**src/sv/assert_macros.svh**
```systemverilog
// ----------------------------------------------------------------------------
// Assertion macros
// Shared concurrent assertion wrappers; they compile to nothing in synthesis.
// ----------------------------------------------------------------------------
`ifndef ASSERT_MACROS_SVH
`define ASSERT_MACROS_SVH

`ifndef SYNTHESIS

`define SILU_ASSERT(lbl, clk, rst, prop) \
   lbl: assert property (@(posedge clk) disable iff (rst) prop) \
      else $error("assertion failed");

`define SILU_ASSERT_NEVER(lbl, clk, rst, expr) \
   lbl: assert property (@(posedge clk) disable iff (rst) !(expr)) \
      else $error("forbidden condition seen");

`else

`define SILU_ASSERT(lbl, clk, rst, prop)

`define SILU_ASSERT_NEVER(lbl, clk, rst, expr)

`endif

`endif

```
**src/sv/silu_pkg.sv**
```systemverilog
// ----------------------------------------------------------------------------
// SiLU package
// Single-precision arithmetic helpers, constants and the per-step context
// carried along the activation pipeline.
// ----------------------------------------------------------------------------
package silu_pkg;

   localparam int STEP_COUNT = 19;
   localparam int DIV_ITERS  = 27;
   localparam int DIV_LAT    = DIV_ITERS + 2;
   localparam int PIPE_DEPTH = 2 * STEP_COUNT + DIV_LAT;

   localparam logic [31:0] FP_ZERO    = 32'h0000_0000;
   localparam logic [31:0] FP_ONE     = 32'h3F80_0000;
   localparam logic [31:0] FP_HALF    = 32'h3F00_0000;
   localparam logic [31:0] FP_QUARTER = 32'h3E80_0000;
   localparam logic [31:0] FP_INF     = 32'h7F80_0000;
   localparam logic [31:0] FP_CANON   = 32'h7FC0_0000;
   localparam logic [31:0] C_NEG_LN2  = 32'hBF31_7218;
   localparam logic [31:0] C_INV_LN2  = 32'h3FB8_AA3B;
   localparam logic [31:0] C_MAGIC    = 32'h4B40_0000;
   localparam logic [31:0] C_NMAGIC   = 32'hCB40_0000;
   localparam logic [31:0] C_H3       = 32'h3E2A_AAAB;
   localparam logic [31:0] C_H4       = 32'h3D2A_AAAB;
   localparam logic [31:0] C_H5       = 32'h3C08_8889;
   localparam logic [31:0] C_H6       = 32'h3AB6_0B61;
   localparam logic [31:0] C_P3       = 32'hBCAA_AAAB;
   localparam logic [31:0] C_P5       = 32'h3B08_8889;
   localparam logic [31:0] C_P7       = 32'hB95D_0DD1;
   localparam logic [31:0] C_P9       = 32'h37B3_27A4;
   localparam logic [30:0] MAG_127    = 31'h42FE_0000;
   localparam logic [30:0] MAG_126    = 31'h42FC_0000;
   localparam logic [7:0]  EXP_BIAS   = 8'd127;

   // Unrounded result: value = mant * 2^(exp - 127 - 46).
   typedef struct packed {
      logic               nan;
      logic               inf;
      logic               zero;
      logic               sign;
      logic signed [11:0] exp;
      logic [47:0]        mant;
   } fp_raw_type;

   typedef struct packed {
      logic [31:0] x;
      logic [31:0] num;
      logic [31:0] den;
      logic [31:0] e0;
      logic [31:0] b0;
      logic [31:0] x2;
      logic [31:0] xp;
      logic [31:0] s1;
      logic [31:0] t1;
      logic [7:0]  efield;
      logic        ovf;
      logic        unf;
      logic        mode;
      logic        last;
   } ctx_type;

   typedef struct packed {
      logic [31:0] m0a;
      logic [31:0] m0b;
      logic [31:0] m1a;
      logic [31:0] m1b;
      logic [31:0] m2a;
      logic [31:0] m2b;
      logic [31:0] a0a;
      logic [31:0] a0b;
      logic [31:0] a1a;
      logic [31:0] a1b;
   } ops_type;

   function automatic logic [5:0] lead_pos48(input logic [47:0] v);
      logic [5:0] p;
      p = '0;
      for (int i = 0; i < 48; i++) begin
         if (v[i]) begin
            p = 6'(i);
         end
      end
      return p;
   endfunction

   function automatic logic [4:0] lead_pos24(input logic [23:0] v);
      logic [4:0] p;
      p = '0;
      for (int i = 0; i < 24; i++) begin
         if (v[i]) begin
            p = 5'(i);
         end
      end
      return p;
   endfunction

   function automatic logic is_nan(input logic [31:0] a);
      return (a[30:23] == 8'hFF) && (a[22:0] != '0);
   endfunction

   function automatic logic is_inf(input logic [31:0] a);
      return (a[30:23] == 8'hFF) && (a[22:0] == '0);
   endfunction

   function automatic logic is_zero(input logic [31:0] a);
      return a[30:0] == '0;
   endfunction

   function automatic logic [7:0] eff_exp(input logic [31:0] a);
      return (a[30:23] == '0) ? 8'd1 : a[30:23];
   endfunction

   function automatic fp_raw_type fp_mul_raw(input logic [31:0] a, input logic [31:0] b);
      fp_raw_type r;
      logic [23:0] ma;
      logic [23:0] mb;
      ma = {a[30:23] != '0, a[22:0]};
      mb = {b[30:23] != '0, b[22:0]};
      r.sign = a[31] ^ b[31];
      r.nan  = is_nan(a) | is_nan(b) | (is_inf(a) & is_zero(b)) | (is_inf(b) & is_zero(a));
      r.inf  = !r.nan & (is_inf(a) | is_inf(b));
      r.zero = !r.nan & !r.inf & (is_zero(a) | is_zero(b));
      r.exp  = $signed({4'd0, eff_exp(a)}) + $signed({4'd0, eff_exp(b)})
               - $signed({4'd0, EXP_BIAS});
      r.mant = ma * mb;
      return r;
   endfunction

   function automatic fp_raw_type fp_add_raw(input logic [31:0] a, input logic [31:0] b);
      fp_raw_type  r;
      logic [31:0] big;
      logic [31:0] sml;
      logic [7:0]  d;
      logic [5:0]  sh;
      logic [47:0] bfull;
      logic [47:0] sfull;
      logic [95:0] wide;
      logic [47:0] sal;
      logic [47:0] sum;
      big   = (b[30:0] > a[30:0]) ? b : a;
      sml   = (b[30:0] > a[30:0]) ? a : b;
      d     = eff_exp(big) - eff_exp(sml);
      sh    = (d > 8'd63) ? 6'd63 : d[5:0];
      bfull = {1'b0, big[30:23] != '0, big[22:0], 23'd0};
      sfull = {1'b0, sml[30:23] != '0, sml[22:0], 23'd0};
      wide  = {sfull, 48'd0} >> sh;
      // Bits shifted out below the window are folded into a sticky bit.
      sal   = wide[95:48] | {47'd0, |wide[47:0]};
      sum   = (big[31] ^ sml[31]) ? (bfull - sal) : (bfull + sal);
      r.nan  = is_nan(a) | is_nan(b) | (is_inf(a) & is_inf(b) & (a[31] != b[31]));
      r.inf  = !r.nan & (is_inf(a) | is_inf(b));
      r.zero = !r.nan & !r.inf & (sum == '0);
      r.exp  = $signed({4'd0, eff_exp(big)});
      r.mant = sum;
      if (r.inf) begin
         r.sign = is_inf(a) ? a[31] : b[31];
      end else if (sum == '0) begin
         r.sign = a[31] & b[31];
      end else begin
         r.sign = big[31];
      end
      return r;
   endfunction

   function automatic logic [31:0] fp_round(input fp_raw_type r);
      logic [5:0]         lz;
      logic [47:0]        norm;
      logic [47:0]        norm2;
      logic [95:0]        wide;
      logic signed [11:0] en;
      logic [5:0]         sh;
      logic               stk;
      logic               st;
      logic               up;
      logic [23:0]        sig;
      logic [7:0]         efb;
      logic [30:0]        tot;
      logic [31:0]        res;
      lz    = 6'd47 - lead_pos48(r.mant);
      norm  = r.mant << lz;
      en    = r.exp + 12'sd1 - $signed({6'd0, lz});
      norm2 = norm;
      stk   = 1'b0;
      efb   = 8'(en - 12'sd1);
      wide  = '0;
      sh    = '0;
      if (en <= 12'sd0) begin
         // Subnormal result: denormalise before rounding.
         sh    = (en < -12'sd62) ? 6'd63 : 6'(12'sd1 - en);
         wide  = {norm, 48'd0} >> sh;
         norm2 = wide[95:48];
         stk   = |wide[47:0];
         efb   = '0;
      end
      sig = norm2[47:24];
      st  = (|norm2[22:0]) | stk;
      up  = norm2[23] & (st | sig[0]);
      // A carry out of the significand moves into the exponent field.
      tot = {efb, 23'd0} + {7'd0, sig} + {30'd0, up};
      priority if (r.nan) begin
         res = FP_CANON;
      end else if (r.inf || (!r.zero && r.mant != '0 && en > 12'sd254)) begin
         res = {r.sign, FP_INF[30:0]};
      end else if (r.zero || r.mant == '0) begin
         res = {r.sign, 31'd0};
      end else begin
         res = {r.sign, tot};
      end
      return res;
   endfunction

   function automatic ops_type step_operands(input int k, input ctx_type c);
      ops_type     o;
      logic [31:0] tneg;
      logic [31:0] esel;
      o    = '0;
      tneg = {~c.x[31], c.x[30:0]};
      esel = c.ovf ? FP_INF : (c.unf ? FP_ZERO : c.e0);
      unique case (k)
         1: begin
            o.m0a = tneg;       o.m0b = C_INV_LN2;
            o.m1a = c.x;        o.m1b = c.x;
            o.m2a = FP_QUARTER; o.m2b = c.x;
         end
         2: begin
            o.a0a = c.e0;       o.a0b = C_MAGIC;
            o.m1a = c.x;        o.m1b = c.x2;
            o.a1a = FP_HALF;    o.a1b = c.t1;
         end
         3: begin
            o.a0a = c.e0;       o.a0b = C_NMAGIC;
            o.m1a = c.xp;       o.m1b = c.x2;
            o.m2a = C_P3;       o.m2b = c.xp;
         end
         4: begin
            o.m0a = C_NEG_LN2;  o.m0b = c.e0;
            o.a1a = c.s1;       o.a1b = c.t1;
            o.m2a = C_P5;       o.m2b = c.xp;
            o.m1a = c.xp;       o.m1b = c.x2;
         end
         5: begin
            o.a0a = tneg;       o.a0b = c.e0;
            o.a1a = c.s1;       o.a1b = c.t1;
            o.m2a = C_P7;       o.m2b = c.xp;
            o.m1a = c.xp;       o.m1b = c.x2;
         end
         6: begin
            o.m0a = C_H6;       o.m0b = c.b0;
            o.a1a = c.s1;       o.a1b = c.t1;
            o.m2a = C_P9;       o.m2b = c.xp;
         end
         7: begin
            o.a0a = c.e0;       o.a0b = C_H5;
            o.a1a = c.s1;       o.a1b = c.t1;
         end
         8: begin
            o.m0a = c.e0;       o.m0b = c.b0;
            o.m1a = c.x;        o.m1b = c.s1;
         end
         10, 12, 14, 16: begin
            o.m0a = c.e0;       o.m0b = c.b0;
         end
         9:  begin o.a0a = c.e0; o.a0b = C_H4;    end
         11: begin o.a0a = c.e0; o.a0b = C_H3;    end
         13: begin o.a0a = c.e0; o.a0b = FP_HALF; end
         15, 17: begin o.a0a = c.e0; o.a0b = FP_ONE; end
         18: begin
            o.m0a = {1'b0, c.efield, 23'd0};
            o.m0b = c.e0;
         end
         19: begin
            o.a0a = esel;       o.a0b = FP_ONE;
         end
         default: begin
         end
      endcase
      return o;
   endfunction

   function automatic ctx_type step_update(input int k, input ctx_type c,
                                           input logic [31:0] rm0, input logic [31:0] rm1,
                                           input logic [31:0] rm2, input logic [31:0] ra0,
                                           input logic [31:0] ra1);
      ctx_type     n;
      logic        a_nan;
      logic [23:0] ma;
      logic [7:0]  amt;
      logic [7:0]  mag;
      n     = c;
      a_nan = is_nan(c.e0);
      ma    = {1'b1, c.e0[22:0]};
      amt   = 8'd150 - c.e0[30:23];
      mag   = (c.e0[30:23] < EXP_BIAS) ? 8'd0 : 8'(ma >> amt);
      unique case (k)
         1: begin n.e0 = rm0; n.x2 = rm1; n.t1 = rm2; end
         2: begin n.e0 = ra0; n.xp = rm1; n.s1 = ra1; end
         3: begin n.e0 = ra0; n.xp = rm1; n.t1 = rm2; end
         4: begin
            // The rounded exponent decides saturation and builds 2^a.
            n.ovf    = a_nan | (!c.e0[31] && c.e0[30:0] > MAG_127);
            n.unf    = !a_nan && c.e0[31] && c.e0[30:0] > MAG_126;
            n.efield = c.e0[31] ? (EXP_BIAS - mag) : (EXP_BIAS + mag);
            n.e0 = rm0; n.s1 = ra1; n.t1 = rm2; n.xp = rm1;
         end
         5: begin n.b0 = ra0; n.s1 = ra1; n.t1 = rm2; n.xp = rm1; end
         6: begin n.e0 = rm0; n.s1 = ra1; n.t1 = rm2; end
         7: begin n.e0 = ra0; n.s1 = ra1; end
         8: begin n.e0 = rm0; n.num = rm1; end
         9, 11, 13, 15, 17: begin n.e0 = ra0; end
         10, 12, 14, 16, 18: begin n.e0 = rm0; end
         19: begin
            n.num = c.mode ? c.num : c.x;
            n.den = c.mode ? FP_ONE : ra0;
         end
         default: begin
         end
      endcase
      return n;
   endfunction

endpackage

```
**src/sv/silu_fp_step.sv**
```systemverilog
// ----------------------------------------------------------------------------
// SiLU arithmetic step
// One two-stage slice of the pipeline: multiply or align-and-add in the first
// stage, normalise and round in the second, with the context carried along.
// ----------------------------------------------------------------------------
module silu_fp_step #(
   parameter int STEP = 1
) (
   input  logic              clock,
   input  logic              en,
   input  silu_pkg::ctx_type ctx_in,
   output silu_pkg::ctx_type ctx_out
);
   import silu_pkg::*;

   ops_type    ops;
   ctx_type    ctx_mid_in, ctx_mid_ff;
   fp_raw_type m0_in, m0_ff;
   fp_raw_type m1_in, m1_ff;
   fp_raw_type m2_in, m2_ff;
   fp_raw_type a0_in, a0_ff;
   fp_raw_type a1_in, a1_ff;
   ctx_type    ctx_out_in, ctx_out_ff;

   always_comb begin
      ops        = step_operands(STEP, ctx_in);
      ctx_mid_in = ctx_in;
      m0_in      = fp_mul_raw(ops.m0a, ops.m0b);
      m1_in      = fp_mul_raw(ops.m1a, ops.m1b);
      m2_in      = fp_mul_raw(ops.m2a, ops.m2b);
      a0_in      = fp_add_raw(ops.a0a, ops.a0b);
      a1_in      = fp_add_raw(ops.a1a, ops.a1b);
   end

   always_ff @(posedge clock) begin
      if (en) begin
         ctx_mid_ff <= ctx_mid_in;
         m0_ff      <= m0_in;
         m1_ff      <= m1_in;
         m2_ff      <= m2_in;
         a0_ff      <= a0_in;
         a1_ff      <= a1_in;
      end
   end

   always_comb begin
      ctx_out_in = step_update(STEP, ctx_mid_ff, fp_round(m0_ff), fp_round(m1_ff),
                               fp_round(m2_ff), fp_round(a0_ff), fp_round(a1_ff));
   end

   always_ff @(posedge clock) begin
      if (en) begin
         ctx_out_ff <= ctx_out_in;
      end
   end

   assign ctx_out = ctx_out_ff;

endmodule

```
**config.mk**
```make
export PLATFORM = sky130hd
export DESIGN_NAME = silu_fp_step
export DESIGN_NICKNAME = d
export VERILOG_FILES = /design/src/sv/assert_macros.svh /design/src/sv/silu_pkg.sv /design/src/sv/silu_fp_step.sv
export SDC_FILE = /design/constraint.sdc
export NUM_CORES = 2
export LEC_CHECK = 0
export ABC_AREA = 1
export BUFFER_PORTS_ARGS = -buffer_cell sky130_fd_sc_hd__buf_2
export CAP_MARGIN = 5
export CORE_MARGIN = 2
export CORE_UTILIZATION = 58
export CTS_BUF_LIST = sky130_fd_sc_hd__clkbuf_8
export CTS_CLUSTER_SIZE = 40
export DETAILED_ROUTE_END_ITERATION = 8
export GPL_ROUTABILITY_DRIVEN = 1
export PLACE_DENSITY_LB_ADDON = 0.15
export SLEW_MARGIN = 20
export SYNTH_ARGS = -nofsm -noshare
export SYNTH_HDL_FRONTEND = slang
export SYNTH_SLANG_ARGS = --single-unit
```
**constraint.sdc**
```tcl
create_clock -name clock -period 12.2 [get_ports clock]
set_input_delay 3.05 -clock clock [delete_from_list [all_inputs] [get_ports clock]]
set_output_delay 3.05 -clock clock [all_outputs]
set_load 0.01 [all_outputs]
```
-- Word level (Yosys, flattened, before mapping)
Cells that the tools add are included.
- memories kept: 0
- memory bits (writable): 0
- bits in latches: 0
- output and inout bits: 300
- memory bits (read-only): 0
- bits of input ports: 302
- logic and storage cells: 290
- register bits after elaboration: 668
- $lt $le $gt $ge: 9
- bitwise logic cells: 19
- add/subtract/negate cells: 27
- $mul: 2
- equal/unequal tests: 1
- shift-type cells: 6
- divide/modulo/power cells: 0
- multiplexer cells: 137
- reductions and logical operators: 43
- operator list (cell ; count):
    2-to-1 mux 6 bit ; 68
    >> shifter 96 x 6 -> 96 bit ; 3
    zero test 48 bit ; 3
    2-to-1 mux 48 bit ; 3
    nonzero test 48 bit ; 3
    OR reduction 48 bit ; 3
    2-to-1 mux 5 bit ; 23
    << shifter 48 x 6 -> 48 bit ; 2
    adder 31 x 1 -> 31 bit ; 3
    adder 31 x 24 -> 31 bit ; 3
    2-to-1 mux 31 bit ; 3
    2-to-1 mux 23 bit ; 3
    OR reduction 23 bit ; 3
    2-to-1 mux 4 bit ; 16
    multiplier 24 x 24 -> 48 bit ; 1
    multiplier 24 x 24 -> 48 bit (second input constant) ; 1
    << shifter 47 x 6 -> 48 bit ; 1
    adder 12 x 2 -> 12 bit (second input constant) ; 3
    > comparator 12 x 9 -> 1 bit (second input constant) ; 3
    less-or-equal comparator 12 x 1 -> 1 bit (second input constant) ; 3
    less-than comparator 12 x 7 -> 1 bit (second input constant) ; 3
    subtractor 12 x 7 -> 12 bit ; 3
    2-to-1 mux 8 bit ; 4
    zero test 31 bit ; 1
    other kinds (23) ; 82

-- Logic depth before layout (Yosys ltp)
- depth after elaboration: 60
- gate-level depth with buffers: 85

-- Worst setup path after synthesis
Ideal clock, no wire load.
- path type: input-to-reg
- from: in ctx_in[277] in the netlist's numbering
- to: reg m1_ff[47] in the netlist's numbering (data pin)
- cell stages on the path: 43
- required time: 11935 ps
- arrival: 10118 ps
- setup slack: 1817 ps
- cell sequence: clkbuf_1 -> clkbuf_1 -> nand2_1 -> inv_1 -> fa_1 -> fa_1 -> fa_1 -> ha_1 -> fa_1 -> inv_1 -> fa_1 -> fa_1 -> inv_1 -> ha_1 -> a21oi_1 -> nand2_1 -> nand3_1 -> nand2_1 -> (+7 left out) -> nor2_1 -> o21ai_0 -> inv_1 -> o21ai_0 -> nand2_1 -> nand3_1 -> nand2_1 -> nand2_1 -> o211ai_1 -> nand4_1 -> o211ai_1 -> nand2_1 -> inv_1 -> nor2_1 -> inv_1 -> a21oi_1 -> o21ai_0 -> xor2_1
- RTL lines (element ; line ; text):
    from (decl) ; silu_fp_step.sv:11 ; input silu_pkg::ctx_type ctx_in,
    to (signal assigned) ; silu_fp_step.sv:39 ; m1_ff <= m1_in;
    to (decl) ; silu_fp_step.sv:19 ; fp_raw_type m1_in, m1_ff;

==> summary.txt <==
post-synth top area share: 0.2778
final hold slack: 0.4021 ns
Overall Global Routing Usage: 0.3602
clk_lat worst skew: 0.84 ns
post-layout min period: 10.61 ns
routed wl met2: 97.77 mm
Max Fclk: 94.22 MHz
area fraction in compound gates after synthesis: 0.05014
core footprint: 115700 um2
final slew viol count: 0
DR WL/cell: 20.69 um
r2r startpoint: ctx_mid_ff[268]$_DFFE_PP_
mux cell area share after synthesis: 0.001783
clock slew at reported path FFs: 0.06 ns
synthesized flop and latch total: 623
Initial Util: 0.5820
total global routing overflow: 0
status: finished, violations left
HP Class: flop to flop
Worst Path Class, Setup: input pin to flop
most frequent CP cell: inv_1
max-cap violations: 0
Chip Width: 344.8 um
Non-Filler Instances: 10349
WP data arrival: 11.14 ns
asr flop ratio synth: 0
Finish-stage setup viols: 0
relative slew slack: 0.3083
synth warn: 0
initial drt markers: 6063
cell family with most CP delay: adder cells
drt first pass iters: 9
Seq/Total Area, Yosys: 0.2778
first-pass GRT wire length: 327.4 mm
Syn Area/Cell: 8.062 um2
vias in the first global route: 56775
drt total wl: 214.1 mm
Synth Area in Simple Gates: 0.2602
critical path buffer and inverter count: 11
CP max stage cell: buf_2
Area Growth Syn to Fin: 8.997%
Post-Synth XOR/XNOR Area: 0.01938
RSZ-0062 raised after global routing: false
failing checks: design-rule violations
H-tree levels: 3
Rows: 125
Worst Setup Start Kind: input pin
worst-margin pin slew: 1.034 ns
Final Cycle Share: 0.8699
Die ar.: 118900 um2
largest net degree at the start of global routing: 186
average vias per placed instance: 5.675
synth top area cells: edfxtp_1 28%, fa_1 19%, nand2_1 11%, nand3_1 10%, ha_1 9.6%
M1 wire length: 84.98 mm
initial antenna violation count: 14
DR WL met3: 17.37 mm
Num CTS Buffers: 98
Post-DP Area: 71350 um2
cell taking the most area after synthesis: edfxtp_1
Clock Sinks: 623
cell count after synthesis: 8354
count leader, synth: nand2_1
Synth cell types: 70
top post-synthesis cells by count: 1889 x nand2_1, 1441 x inv_1, 1401 x nand3_1, 649 x fa_1, 623 x edfxtp_1
DR DRC count: 9
adder-cell share of the synthesized area: 0.2886
Synth Cell Area: 67350 um2
# hold bufs at CTS: 0
design area: 73410 um2
postcts setup bufs: 0
post-route ant nets: 0
Placer Congestion: 1.019
WP data required: 12.72 ns
CTS tree: built
I/O pin total: 602
Final Net Count: 10206
crit path from: ctx_in[271]
port buffer count: 504
main combinational cell family by area after synthesis: adder cells
Placed Instances: 10164
Clock Tree Root: clkbuf_8
EDFF count, synth: 623
Mapped Nets: 9820
share of cells above drive strength 1: 0.09733
CP Max Fanout: 19
HPWL after detailed placement: 174.8 mm
Clock Skew: 0.06024 ns
setup TNS: 0 ns
largest stage delay on the critical path: 0.55 ns
worst hold start: ctx_mid_ff[142]$_DFFE_PP_
critical path capture point type: flop
main flop type after synthesis: edfxtp_1
CTS resizes: 0
Fin. Hold Viols: 0
clock buffer depth: 3
highest routed layer: met5
Vias: 58729
die height: 344.8 um
## sequential cells by signal, summed over array words and instances, names as in the netlist
name and flops:
ctx_out 299, ctx_mid_ff 204, m2_ff 12, m0_ff 56, m1_ff 52
## cells by family after synthesis
family,Yosys count
other cells,1
fa+ha+maj,1164
xor+xnor,149
compound gates,597
buf+inv,1794
simple gates,4014
mux,12
flops,623
## layout make-up
cell class                      instances  area (um2)
Fill cell                           10175       42320
Multi-Input combinational cell       5937       41880
Sequential cell                       623       18710
Inverter                             1481        5560
Timing Repair Buffer                  599        3296
Tap cell                             1524        1907
Clock buffer                           98        1349
Clock inverter                         77       686.9
Antenna cell                           10       25.02
## worst reg2reg max path: cells and delay by family (launching register included)
family,cells,cell delay (ns)
AND/OR/NAND/NOR,34,3.85
AO/OA/AOI/OAI,10,2.40
buffers and inverters,8,1.68
adder cells (fa/ha/maj),4,1.32
flip-flops,1,0.86
multiplexers,1,0.21
## metrics by stage
stage | worst slack (ns) | utilization
after floorplan | 1.817 | -
after global placement | 0.9069 | 0.6165
after detailed placement | 0.7877 | 0.6165
after CTS | 1.615 | 0.6341
after global routing | 0.6189 | 0.6342
final | 1.587 | 0.6343
## final timing paths
path | slack (ns) | depth (start not counted) | end
min | 0.40 | 0 | ctx_out[142]$_DFFE_PP_
max reg2reg | 1.62 | 57 | ctx_out[40]$_SDFFCE_PP1P_
min reg2reg | 0.40 | 0 | ctx_out[142]$_DFFE_PP_
max | 1.59 | 39 | m1_ff[47]$_DFFE_PP_
## layer usage
metal	global-route usage	vias up
met5	0	-
met4	0.2098	8
met3	0.05904	533
met2	0.5773	2613
met1	0.4636	27724
li1	-	27851
## placed cells by master, fill, tap and decap left out, types with 98 or more instances in the layout
cell,synthesis,routed
clkbuf_8,0,98
nor2_1,453,443
ha_1,515,515
fa_1,649,649
buf_2,49,503
a21oi_1,191,188
nand2_1,1889,1889
nand4_1,117,117
o21ai_1,106,107
xor2_1,102,102
nand3_1,1401,1401
edfxtp_1,623,623
o21ai_0,157,155
inv_1,1441,1459
Power is not shown: default switching activity piles up to over one toggle a cycle in this logic, so the estimate is an artifact.
