[src/sv/assert_macros.svh]
// ----------------------------------------------------------------------------
// Assertion macros
// Shared concurrent assertion wrappers; they compile to nothing in synthesis.
// ----------------------------------------------------------------------------
`ifndef ASSERT_MACROS_SVH
`define ASSERT_MACROS_SVH

`ifndef SYNTHESIS

`define SILU_ASSERT(lbl, clk, rst, prop) \
   lbl: assert property (@(posedge clk) disable iff (rst) prop) \
      else $error("assertion failed");

`define SILU_ASSERT_NEVER(lbl, clk, rst, expr) \
   lbl: assert property (@(posedge clk) disable iff (rst) !(expr)) \
      else $error("forbidden condition seen");

`else

`define SILU_ASSERT(lbl, clk, rst, prop)

`define SILU_ASSERT_NEVER(lbl, clk, rst, expr)

`endif

`endif

[src/sv/silu_pkg.sv]
// ----------------------------------------------------------------------------
// SiLU package
// Single-precision arithmetic helpers, constants and the per-step context
// carried along the activation pipeline.
// ----------------------------------------------------------------------------
package silu_pkg;

   localparam int STEP_COUNT = 19;
   localparam int DIV_ITERS  = 27;
   localparam int DIV_LAT    = DIV_ITERS + 2;
   localparam int PIPE_DEPTH = 2 * STEP_COUNT + DIV_LAT;

   localparam logic [31:0] FP_ZERO    = 32'h0000_0000;
   localparam logic [31:0] FP_ONE     = 32'h3F80_0000;
   localparam logic [31:0] FP_HALF    = 32'h3F00_0000;
   localparam logic [31:0] FP_QUARTER = 32'h3E80_0000;
   localparam logic [31:0] FP_INF     = 32'h7F80_0000;
   localparam logic [31:0] FP_CANON   = 32'h7FC0_0000;
   localparam logic [31:0] C_NEG_LN2  = 32'hBF31_7218;
   localparam logic [31:0] C_INV_LN2  = 32'h3FB8_AA3B;
   localparam logic [31:0] C_MAGIC    = 32'h4B40_0000;
   localparam logic [31:0] C_NMAGIC   = 32'hCB40_0000;
   localparam logic [31:0] C_H3       = 32'h3E2A_AAAB;
   localparam logic [31:0] C_H4       = 32'h3D2A_AAAB;
   localparam logic [31:0] C_H5       = 32'h3C08_8889;
   localparam logic [31:0] C_H6       = 32'h3AB6_0B61;
   localparam logic [31:0] C_P3       = 32'hBCAA_AAAB;
   localparam logic [31:0] C_P5       = 32'h3B08_8889;
   localparam logic [31:0] C_P7       = 32'hB95D_0DD1;
   localparam logic [31:0] C_P9       = 32'h37B3_27A4;
   localparam logic [30:0] MAG_127    = 31'h42FE_0000;
   localparam logic [30:0] MAG_126    = 31'h42FC_0000;
   localparam logic [7:0]  EXP_BIAS   = 8'd127;

   // Unrounded result: value = mant * 2^(exp - 127 - 46).
   typedef struct packed {
      logic               nan;
      logic               inf;
      logic               zero;
      logic               sign;
      logic signed [11:0] exp;
      logic [47:0]        mant;
   } fp_raw_type;

   typedef struct packed {
      logic [31:0] x;
      logic [31:0] num;
      logic [31:0] den;
      logic [31:0] e0;
      logic [31:0] b0;
      logic [31:0] x2;
      logic [31:0] xp;
      logic [31:0] s1;
      logic [31:0] t1;
      logic [7:0]  efield;
      logic        ovf;
      logic        unf;
      logic        mode;
      logic        last;
   } ctx_type;

   typedef struct packed {
      logic [31:0] m0a;
      logic [31:0] m0b;
      logic [31:0] m1a;
      logic [31:0] m1b;
      logic [31:0] m2a;
      logic [31:0] m2b;
      logic [31:0] a0a;
      logic [31:0] a0b;
      logic [31:0] a1a;
      logic [31:0] a1b;
   } ops_type;

   function automatic logic [5:0] lead_pos48(input logic [47:0] v);
      logic [5:0] p;
      p = '0;
      for (int i = 0; i < 48; i++) begin
         if (v[i]) begin
            p = 6'(i);
         end
      end
      return p;
   endfunction

   function automatic logic [4:0] lead_pos24(input logic [23:0] v);
      logic [4:0] p;
      p = '0;
      for (int i = 0; i < 24; i++) begin
         if (v[i]) begin
            p = 5'(i);
         end
      end
      return p;
   endfunction

   function automatic logic is_nan(input logic [31:0] a);
      return (a[30:23] == 8'hFF) && (a[22:0] != '0);
   endfunction

   function automatic logic is_inf(input logic [31:0] a);
      return (a[30:23] == 8'hFF) && (a[22:0] == '0);
   endfunction

   function automatic logic is_zero(input logic [31:0] a);
      return a[30:0] == '0;
   endfunction

   function automatic logic [7:0] eff_exp(input logic [31:0] a);
      return (a[30:23] == '0) ? 8'd1 : a[30:23];
   endfunction

   function automatic fp_raw_type fp_mul_raw(input logic [31:0] a, input logic [31:0] b);
      fp_raw_type r;
      logic [23:0] ma;
      logic [23:0] mb;
      ma = {a[30:23] != '0, a[22:0]};
      mb = {b[30:23] != '0, b[22:0]};
      r.sign = a[31] ^ b[31];
      r.nan  = is_nan(a) | is_nan(b) | (is_inf(a) & is_zero(b)) | (is_inf(b) & is_zero(a));
      r.inf  = !r.nan & (is_inf(a) | is_inf(b));
      r.zero = !r.nan & !r.inf & (is_zero(a) | is_zero(b));
      r.exp  = $signed({4'd0, eff_exp(a)}) + $signed({4'd0, eff_exp(b)})
               - $signed({4'd0, EXP_BIAS});
      r.mant = ma * mb;
      return r;
   endfunction

   function automatic fp_raw_type fp_add_raw(input logic [31:0] a, input logic [31:0] b);
      fp_raw_type  r;
      logic [31:0] big;
      logic [31:0] sml;
      logic [7:0]  d;
      logic [5:0]  sh;
      logic [47:0] bfull;
      logic [47:0] sfull;
      logic [95:0] wide;
      logic [47:0] sal;
      logic [47:0] sum;
      big   = (b[30:0] > a[30:0]) ? b : a;
      sml   = (b[30:0] > a[30:0]) ? a : b;
      d     = eff_exp(big) - eff_exp(sml);
      sh    = (d > 8'd63) ? 6'd63 : d[5:0];
      bfull = {1'b0, big[30:23] != '0, big[22:0], 23'd0};
      sfull = {1'b0, sml[30:23] != '0, sml[22:0], 23'd0};
      wide  = {sfull, 48'd0} >> sh;
      // Bits shifted out below the window are folded into a sticky bit.
      sal   = wide[95:48] | {47'd0, |wide[47:0]};
      sum   = (big[31] ^ sml[31]) ? (bfull - sal) : (bfull + sal);
      r.nan  = is_nan(a) | is_nan(b) | (is_inf(a) & is_inf(b) & (a[31] != b[31]));
      r.inf  = !r.nan & (is_inf(a) | is_inf(b));
      r.zero = !r.nan & !r.inf & (sum == '0);
      r.exp  = $signed({4'd0, eff_exp(big)});
      r.mant = sum;
      if (r.inf) begin
         r.sign = is_inf(a) ? a[31] : b[31];
      end else if (sum == '0) begin
         r.sign = a[31] & b[31];
      end else begin
         r.sign = big[31];
      end
      return r;
   endfunction

   function automatic logic [31:0] fp_round(input fp_raw_type r);
      logic [5:0]         lz;
      logic [47:0]        norm;
      logic [47:0]        norm2;
      logic [95:0]        wide;
      logic signed [11:0] en;
      logic [5:0]         sh;
      logic               stk;
      logic               st;
      logic               up;
      logic [23:0]        sig;
      logic [7:0]         efb;
      logic [30:0]        tot;
      logic [31:0]        res;
      lz    = 6'd47 - lead_pos48(r.mant);
      norm  = r.mant << lz;
      en    = r.exp + 12'sd1 - $signed({6'd0, lz});
      norm2 = norm;
      stk   = 1'b0;
      efb   = 8'(en - 12'sd1);
      wide  = '0;
      sh    = '0;
      if (en <= 12'sd0) begin
         // Subnormal result: denormalise before rounding.
         sh    = (en < -12'sd62) ? 6'd63 : 6'(12'sd1 - en);
         wide  = {norm, 48'd0} >> sh;
         norm2 = wide[95:48];
         stk   = |wide[47:0];
         efb   = '0;
      end
      sig = norm2[47:24];
      st  = (|norm2[22:0]) | stk;
      up  = norm2[23] & (st | sig[0]);
      // A carry out of the significand moves into the exponent field.
      tot = {efb, 23'd0} + {7'd0, sig} + {30'd0, up};
      priority if (r.nan) begin
         res = FP_CANON;
      end else if (r.inf || (!r.zero && r.mant != '0 && en > 12'sd254)) begin
         res = {r.sign, FP_INF[30:0]};
      end else if (r.zero || r.mant == '0) begin
         res = {r.sign, 31'd0};
      end else begin
         res = {r.sign, tot};
      end
      return res;
   endfunction

   function automatic ops_type step_operands(input int k, input ctx_type c);
      ops_type     o;
      logic [31:0] tneg;
      logic [31:0] esel;
      o    = '0;
      tneg = {~c.x[31], c.x[30:0]};
      esel = c.ovf ? FP_INF : (c.unf ? FP_ZERO : c.e0);
      unique case (k)
         1: begin
            o.m0a = tneg;       o.m0b = C_INV_LN2;
            o.m1a = c.x;        o.m1b = c.x;
            o.m2a = FP_QUARTER; o.m2b = c.x;
         end
         2: begin
            o.a0a = c.e0;       o.a0b = C_MAGIC;
            o.m1a = c.x;        o.m1b = c.x2;
            o.a1a = FP_HALF;    o.a1b = c.t1;
         end
         3: begin
            o.a0a = c.e0;       o.a0b = C_NMAGIC;
            o.m1a = c.xp;       o.m1b = c.x2;
            o.m2a = C_P3;       o.m2b = c.xp;
         end
         4: begin
            o.m0a = C_NEG_LN2;  o.m0b = c.e0;
            o.a1a = c.s1;       o.a1b = c.t1;
            o.m2a = C_P5;       o.m2b = c.xp;
            o.m1a = c.xp;       o.m1b = c.x2;
         end
         5: begin
            o.a0a = tneg;       o.a0b = c.e0;
            o.a1a = c.s1;       o.a1b = c.t1;
            o.m2a = C_P7;       o.m2b = c.xp;
            o.m1a = c.xp;       o.m1b = c.x2;
         end
         6: begin
            o.m0a = C_H6;       o.m0b = c.b0;
            o.a1a = c.s1;       o.a1b = c.t1;
            o.m2a = C_P9;       o.m2b = c.xp;
         end
         7: begin
            o.a0a = c.e0;       o.a0b = C_H5;
            o.a1a = c.s1;       o.a1b = c.t1;
         end
         8: begin
            o.m0a = c.e0;       o.m0b = c.b0;
            o.m1a = c.x;        o.m1b = c.s1;
         end
         10, 12, 14, 16: begin
            o.m0a = c.e0;       o.m0b = c.b0;
         end
         9:  begin o.a0a = c.e0; o.a0b = C_H4;    end
         11: begin o.a0a = c.e0; o.a0b = C_H3;    end
         13: begin o.a0a = c.e0; o.a0b = FP_HALF; end
         15, 17: begin o.a0a = c.e0; o.a0b = FP_ONE; end
         18: begin
            o.m0a = {1'b0, c.efield, 23'd0};
            o.m0b = c.e0;
         end
         19: begin
            o.a0a = esel;       o.a0b = FP_ONE;
         end
         default: begin
         end
      endcase
      return o;
   endfunction

   function automatic ctx_type step_update(input int k, input ctx_type c,
                                           input logic [31:0] rm0, input logic [31:0] rm1,
                                           input logic [31:0] rm2, input logic [31:0] ra0,
                                           input logic [31:0] ra1);
      ctx_type     n;
      logic        a_nan;
      logic [23:0] ma;
      logic [7:0]  amt;
      logic [7:0]  mag;
      n     = c;
      a_nan = is_nan(c.e0);
      ma    = {1'b1, c.e0[22:0]};
      amt   = 8'd150 - c.e0[30:23];
      mag   = (c.e0[30:23] < EXP_BIAS) ? 8'd0 : 8'(ma >> amt);
      unique case (k)
         1: begin n.e0 = rm0; n.x2 = rm1; n.t1 = rm2; end
         2: begin n.e0 = ra0; n.xp = rm1; n.s1 = ra1; end
         3: begin n.e0 = ra0; n.xp = rm1; n.t1 = rm2; end
         4: begin
            // The rounded exponent decides saturation and builds 2^a.
            n.ovf    = a_nan | (!c.e0[31] && c.e0[30:0] > MAG_127);
            n.unf    = !a_nan && c.e0[31] && c.e0[30:0] > MAG_126;
            n.efield = c.e0[31] ? (EXP_BIAS - mag) : (EXP_BIAS + mag);
            n.e0 = rm0; n.s1 = ra1; n.t1 = rm2; n.xp = rm1;
         end
         5: begin n.b0 = ra0; n.s1 = ra1; n.t1 = rm2; n.xp = rm1; end
         6: begin n.e0 = rm0; n.s1 = ra1; n.t1 = rm2; end
         7: begin n.e0 = ra0; n.s1 = ra1; end
         8: begin n.e0 = rm0; n.num = rm1; end
         9, 11, 13, 15, 17: begin n.e0 = ra0; end
         10, 12, 14, 16, 18: begin n.e0 = rm0; end
         19: begin
            n.num = c.mode ? c.num : c.x;
            n.den = c.mode ? FP_ONE : ra0;
         end
         default: begin
         end
      endcase
      return n;
   endfunction

endpackage

[src/sv/silu_fp_div.sv]
// ----------------------------------------------------------------------------
// SiLU divider
// Pipelined single-precision division: operand normalisation, one restoring
// quotient bit per stage, then a rounding stage.
// ----------------------------------------------------------------------------
module silu_fp_div (
   input  logic        clock,
   input  logic        en,
   input  logic [31:0] num,
   input  logic [31:0] den,
   input  logic        last_in,
   output logic [31:0] result_bits,
   output logic        last_out
);
   import silu_pkg::*;

   typedef struct packed {
      logic               nan;
      logic               inf;
      logic               zero;
      logic               sign;
      logic signed [11:0] exp;
      logic [24:0]        rem;
      logic [23:0]        md;
      logic [DIV_ITERS-1:0] q;
      logic               last;
   } div_stage_type;

   div_stage_type stg_in [0:DIV_ITERS];
   div_stage_type stg_ff [0:DIV_ITERS];
   fp_raw_type    fin;
   logic [31:0]   result_in, result_ff;
   logic          last_ff;
   logic [4:0]    lzx, lzd;

   always_comb begin
      lzx = 5'd23 - lead_pos24({num[30:23] != '0, num[22:0]});
      lzd = 5'd23 - lead_pos24({den[30:23] != '0, den[22:0]});
      stg_in[0].sign = num[31] ^ den[31];
      stg_in[0].nan  = is_nan(num) | is_nan(den) | (is_inf(num) & is_inf(den))
                       | (is_zero(num) & is_zero(den));
      stg_in[0].inf  = !stg_in[0].nan & (is_inf(num) | is_zero(den));
      stg_in[0].zero = !stg_in[0].nan & !stg_in[0].inf & (is_zero(num) | is_inf(den));
      stg_in[0].exp  = $signed({4'd0, eff_exp(num)}) - $signed({7'd0, lzx})
                       - $signed({4'd0, eff_exp(den)}) + $signed({7'd0, lzd})
                       + $signed({4'd0, EXP_BIAS});
      stg_in[0].rem  = {1'b0, {num[30:23] != '0, num[22:0]} << lzx};
      stg_in[0].md   = {den[30:23] != '0, den[22:0]} << lzd;
      stg_in[0].q    = '0;
      stg_in[0].last = last_in;
   end

   always_ff @(posedge clock) begin
      if (en) begin
         stg_ff[0] <= stg_in[0];
      end
   end

   for (genvar i = 0; i < DIV_ITERS; i++) begin : g_iter
      logic        ge;
      logic [24:0] diff;
      always_comb begin
         ge   = stg_ff[i].rem >= {1'b0, stg_ff[i].md};
         diff = stg_ff[i].rem - {1'b0, stg_ff[i].md};
         stg_in[i+1]     = stg_ff[i];
         stg_in[i+1].rem = {(ge ? diff[23:0] : stg_ff[i].rem[23:0]), 1'b0};
         stg_in[i+1].q   = {stg_ff[i].q[DIV_ITERS-2:0], ge};
      end
      always_ff @(posedge clock) begin
         if (en) begin
            stg_ff[i+1] <= stg_in[i+1];
         end
      end
   end

   always_comb begin
      fin.nan   = stg_ff[DIV_ITERS].nan;
      fin.inf   = stg_ff[DIV_ITERS].inf;
      fin.zero  = stg_ff[DIV_ITERS].zero;
      fin.sign  = stg_ff[DIV_ITERS].sign;
      fin.exp   = stg_ff[DIV_ITERS].exp;
      // Leading quotient bit sits at the unit position; the remainder is sticky.
      fin.mant  = {1'b0, stg_ff[DIV_ITERS].q, |stg_ff[DIV_ITERS].rem,
                   (46 - DIV_ITERS)'(0)};
      result_in = fp_round(fin);
   end

   always_ff @(posedge clock) begin
      if (en) begin
         result_ff <= result_in;
         last_ff   <= stg_ff[DIV_ITERS].last;
      end
   end

   assign result_bits = result_ff;
   assign last_out    = last_ff;

endmodule

[config.mk]
export PLATFORM = sky130hd
export DESIGN_NAME = silu_fp_div
export DESIGN_NICKNAME = d
export VERILOG_FILES = /design/src/sv/assert_macros.svh /design/src/sv/silu_pkg.sv /design/src/sv/silu_fp_div.sv
export SDC_FILE = /design/constraint.sdc
export NUM_CORES = 2
export LEC_CHECK = 0
export ABC_AREA = 1
export BUFFER_PORTS_ARGS = -buffer_cell sky130_fd_sc_hd__buf_2
export CAP_MARGIN = 20
export CORE_MARGIN = 2
export CORE_UTILIZATION = 40
export DETAILED_ROUTE_END_ITERATION = 10
export GPL_TIMING_DRIVEN = 0
export SETUP_SLACK_MARGIN = 0.3
export SLEW_MARGIN = 10
export SYNTH_ARGS = -nofsm -noshare
export SYNTH_HDL_FRONTEND = slang
export SYNTH_SLANG_ARGS = --single-unit
[constraint.sdc]
create_clock -name clock -period 10.3 [get_ports clock]
set_clock_uncertainty 0.15 [all_clocks]
set_input_delay 1.03 -clock clock [delete_from_list [all_inputs] [get_ports clock]]
set_output_delay 1.03 -clock clock [all_outputs]
set_load 0.01 [all_outputs]
==> Word-level counts from Yosys, hierarchy flattened <==
Memory sizes are Yosys's and may differ from the RTL's.
Cells that the tools add are included.
{ "word_totals": {"mem_bits_ro": 0, "mem_count": 1, "output_inout_bits": 33, "ff_bits": 33, "mem_bits_rw": 2604, "latch_bits": 0} }
{ "memory_table": {"columns": ["memory", "words", "width", "rd", "rd_ports_with_merged_regs", "wr", "line_no", "source"], "rows": [
  ["stg_ff", 28, 93, 28, 0, 28, "silu_fp_div.sv:30", "div_stage_type stg_ff [0:DIV_ITERS];"]
]} }
{ "classes": {"n_eq_ne": 2, "div_mod_pow": 0, "magnitude_cmp": 30, "n_mux": 111, "n_shift": 4, "n_bitwise": 14, "n_reduce_logical": 28, "n_mul": 0, "n_addsub": 40} }
{ "ops": {"columns": ["operator", "n"], "rows": [
  ["$ge 25x24->1", 27],
  ["$mux 24", 27],
  ["$sub 24x24->24", 27],
  ["$mux 5", 45],
  ["$mux 6", 28],
  ["$shr 96x6->96", 1],
  ["$logic_not 31->1", 2],
  ["$mux 48", 1],
  ["$reduce_or 48->1", 1],
  ["$shl 24x5->24", 2],
  ["$shl 47x6->48", 1],
  ["$logic_not 23->1", 2],
  ["$reduce_bool 23->1", 2],
  ["$add 31x1->31", 1],
  ["$add 31x24->31", 1],
  ["$mux 31", 1],
  ["$logic_not 28->1", 1],
  ["$reduce_bool 28->1", 1],
  ["$reduce_or 25->1", 1],
  ["$mux 8", 3],
  ["$mux 23", 1],
  ["$reduce_or 23->1", 1],
  ["$eq 8x8->1 const B", 2],
  ["$logic_not 8->1", 2],
  ["23 further kinds", 48]
]} }

==> Depth between registers and ports, before layout <==
An unclocked memory read counts as a cell.
{ "logic_depth": {"depth_word": 43, "depth_mapped": 75, "depth_no_buf": 73} }

==> Worst setup path after synthesis <==
No wires, ideal clock.
{ "synth_path": {"path_kind": "reg2reg", "start": "memory stg_ff[1][1091] (netlist bit)", "end": "register result_ff[28], in the netlist result_bits[28] (data pin)", "setup_ps": 258, "t_arrival_ps": 6627, "required_ps": 9892, "stages_incl_launch_ff": 75, "setup_slack_ps": 3265, "path_cell_list": "edfxtp_1 nor2_1 nand2_1 nor2_1 nand3_2 nand2_1 nand2_1 nand2_1 nand2_1 nand2_1 nand2_1 nand2_1 nand2_1 nand2_1 nand2_1 nand2_1 nand2_1 nand2_1 [39 not listed] nand2_1 nand3_1 nand3_1 nand2_1 nand2_1 nand2_1 nand2_2 inv_1 ha_1 nand2_2 nor2_4 nand2_4 nor2_8 nand2_1 nand2_1 nand2_1 nand3_1 nand2_1"} }
{ "synth_lines": {"columns": ["element", "line_no", "source"], "rows": [
  ["start: declaration", "silu_fp_div.sv:30", null],
  ["end signal: assignment", "silu_fp_div.sv:90", "result_ff <= result_in;"],
  ["end: declaration", "silu_fp_div.sv:32", "logic [31:0] result_in, result_ff;"]
]} }

==> results.yml <==
critical_path:
  crit_top_cell: "nand2_1"
  rr_worst_depth: 46
  worstSetupPathType: "flip-flop to flip-flop"
  cp.required_ns: 10.79
  r2r_start: "stg_ff[1][1046]$_DFFE_PP_"
  crit_end: "result_bits[26]$_SDFFCE_PP1P_"
  end_kind: "flip-flop"
  crit_path_max_fanout: 10
  r2r_end: "result_bits[26]$_SDFFCE_PP1P_"
  cp-start-kind: "flip-flop"
  slowest_stage: "nor3_2"
  cpPeakStageDelay_ns: 0.73
  rrSetupSlack_ns: 1.17
  crit_start: "stg_ff[1][1046]$_DFFE_PP_"
  arrival_ns: 9.62
yosys:
  synth_fp_nets: 10757
  syn_area_um2: 110000
  synth_seq_cells: 2207
  yosys-top-cells-area: "edfxtp_1 (60%), ha_1 (7.8%), nand2_1 (5.4%), inv_1 (4.2%), a21oi_1 (4.2%)"
  synth.most_common_cell: "edfxtp_1"
  synth_top_area_frac: 0.604
  ys_warn_count: 0
  yosysTopAreaCell: "edfxtp_1"
  synthDistinctLibCells: 65
  synth.cells.most_frequent: "edfxtp_1 (2,207), nand2_1 (1,586), inv_1 (1,229), a21oi_1 (917), nor2_1 (719)"
  synth_edf_count: 2207
  ys_async_sr_fraction: 0
  synth.avg_cell_area_um2: 11.0
  syn_inst: 9972
  synth_top_flop_cell: "edfxtp_1"
  yosysSeqAreaShare: 0.604
timing:
  relSlewSlack: 0.186
  hold_slack_ns: 0.225
  worst_pin_slew_ns: 1.19
  finalHoldViolCount: 0
  fin_crit_ns: 9.13
  tns_ns: 0
  drv_slew: 0
  setup_viol: 0
  fin_crit_sh: 0.887
  max_freq_mhz: 110
  rsz0062_at_grt: "false"
place:
  placed_area_um2: 115000
  gp_congestion: 0.909
  dpl.hpwl_um: 193000
  portBuffers: 99
routing:
  drt-pass1-iter-count: 5
  antenna_left: 0
  drcViolationCount: 0
  drt-initial-drc-count: 5520
  routed_wl_um: 257000
  post_drt_wl_per_cell_um: 18.2
  num_vias: 72105
  viasPerCell: 5.10
finish:
  postLayoutCoreUtil: 0.451
  fillCellCount: 24855
  drive_above_1_share: 0.0592
  final_cell_area_um2: 123000
  syn_to_final_growth_pct: 12.4
  num-nets-final: 11118
clock_network:
  cts_tree: "yes"
  clk_pin_slew_worst_paths_ns: 0.06
  cts_sinks: 2207
  cts_hold_buffers: 0
  clkLatencyLatePin_ns: 0.87
  cts_made_buffers: 239
  cts.root.buffer_cell: "clkbuf_16"
  htree_num_levels: 4
  clk_path_buf_depth: 4
floorplanning:
  core_um2: 273000
  dieArea_um2: 278000
  io-pin-count: 100
  row_count: 192
  initial_core_util: 0.402
  die_w_um: 528
  die_h_um: 528
global_route:
  overflow: 0
  antenna_found_initial: 5
  grt_start_max_net_pins: 173
  grt_pass1_wl_um: 400000
  grt_pass1_vias: 70975
  track_usage: 0.181
pwr:
  ir_drop_uv: 148
  power.leakage_nw: 50.0
  p_per_area_nw_per_um2: 286
status:
  outcome: "finished clean"
min_path:
  hold_path.class: "flip-flop to flip-flop"
run:
  drv_cap: 0
==> registers in the layout, indices dropped and copies added, names as in the netlist <==
| signal | count |
|---|---|
| stg_ff | 2174 |
| result_bits | 32 |
| last_out | 1 |
==> worst max-delay path: cells and delay by family (launching register included) <==
kind | cells | cell delay (ns)
adder cells (fa/ha/maj) | 3 | 0.92
buffers and inverters | 8 | 1.64
AND/OR/NAND/NOR | 29 | 4.68
flip-flops | 1 | 0.45
AO/OA/AOI/OAI | 5 | 0.83
XOR/XNOR | 1 | 0.22
==> final cells by class <==
type	instances	area (µm²)	share of cell area
flip-flops and latches	2207	66300	0.538
multi-input cells	6287	37900	0.307
clock buffers	275	6160	0.0500
inverters	1253	4700	0.0381
well taps	3589	4490	0.0364
clock inverters	168	1930	0.0157
repair buffers	120	953	0.00773
plain buffers	225	925	0.00750
diodes	2	5.00	0.0000406
==> what timing repair did <==
action                                  in CTS  in global routing
buffers inserted                             0                  5
endpoints found under the setup margin       0                 29
gates resized for setup                      0                 19
==> cells by family after synthesis <==
group	after synthesis	share of synthesized area
AOI/OAI and AO/OA	1741	0.0864
xor gates and xnor gates	599	0.0478
adders and majority gates	718	0.0842
buffers and inverters	1478	0.0513
DFF	2207	0.604
muxes	12	0.00109
other	1	0.0000342
and+or+nand+nor	3216	0.125
==> layer usage <==
| metal | track usage | part of all wire | vias to the layer above |
|---|---|---|---|
| met4 | 0.0518 | 0.027 | 0 |
| met5 | 0 | 0 | - |
| met1 | 0.242 | 0.45 | 34561 |
| li1 | - | - | 35643 |
| met3 | 0.0206 | 0.039 | 390 |
| met2 | 0.309 | 0.48 | 1511 |
==> where the power goes <==
group          internal [mW]  total, mW  switching [mW]  leakage (nW)
Sequential              12.6       13.6            1.04          21.6
Clock                   5.22       8.76            3.55          3.89
Combinational           4.82       12.8            7.98          24.5
Total                   22.6       35.2            12.6          50.0
==> cell usage in the layout (no fill, tap or decap), types with 29 or more instances in the layout <==
| master | n |
|---|---|
| a211oi_1 | 44 |
| inv_1 | 1228 |
| a221o_1 | 37 |
| nor3_1 | 44 |
| a21oi_1 | 917 |
| nand2_1 | 1583 |
| buf_2 | 132 |
| clkbuf_1 | 205 |
| nand3_1 | 629 |
| xnor2_1 | 374 |
| clkinv_2 | 40 |
| xor2_1 | 225 |
| nor4_1 | 38 |
| bufinv_16 | 37 |
| edfxtp_1 | 2207 |
| clkinv_1 | 51 |
| ha_1 | 684 |
| o21bai_1 | 37 |
| nor2_1 | 714 |
| a31oi_1 | 29 |
| fa_1 | 34 |
| o21ai_0 | 551 |
| nand4_1 | 112 |
| clkbuf_16 | 241 |
==> how the worst min path moves through the flow <==
stage                               from                        end  slack [ns]  depth (start not counted)
5_1_grt                          last_in     stg_ff[0][0]$_DFFE_PP_        0.15                          1
2_1_floorplan  stg_ff[1][1023]$_DFFE_PP_         last_out$_DFFE_PP_        0.25                          0
3_3_place_gp    stg_ff[1][267]$_DFFE_PP_   stg_ff[1][360]$_DFFE_PP_        0.25                          0
6_report          stg_ff[1][2]$_DFFE_PP_    stg_ff[1][96]$_DFFE_PP_        0.22                          0
4_1_cts                          last_in     stg_ff[0][0]$_DFFE_PP_        0.14                          1
3_5_place_dp    stg_ff[0][936]$_DFFE_PP_  stg_ff[0][1030]$_DFFE_PP_        0.25                          0
==> through the flow <==
stage	cells	worst slack, ns	power [mW]
after floorplan	9972	3.27	22.7
after global routing	14126	0.273	37.6
after CTS	14118	0.311	35.4
final	14126	1.17	35.2
after detailed placement	13675	0.345	26.5
after global placement	13660	-26.94	26.8
Power figures use the tool's default switching activity.
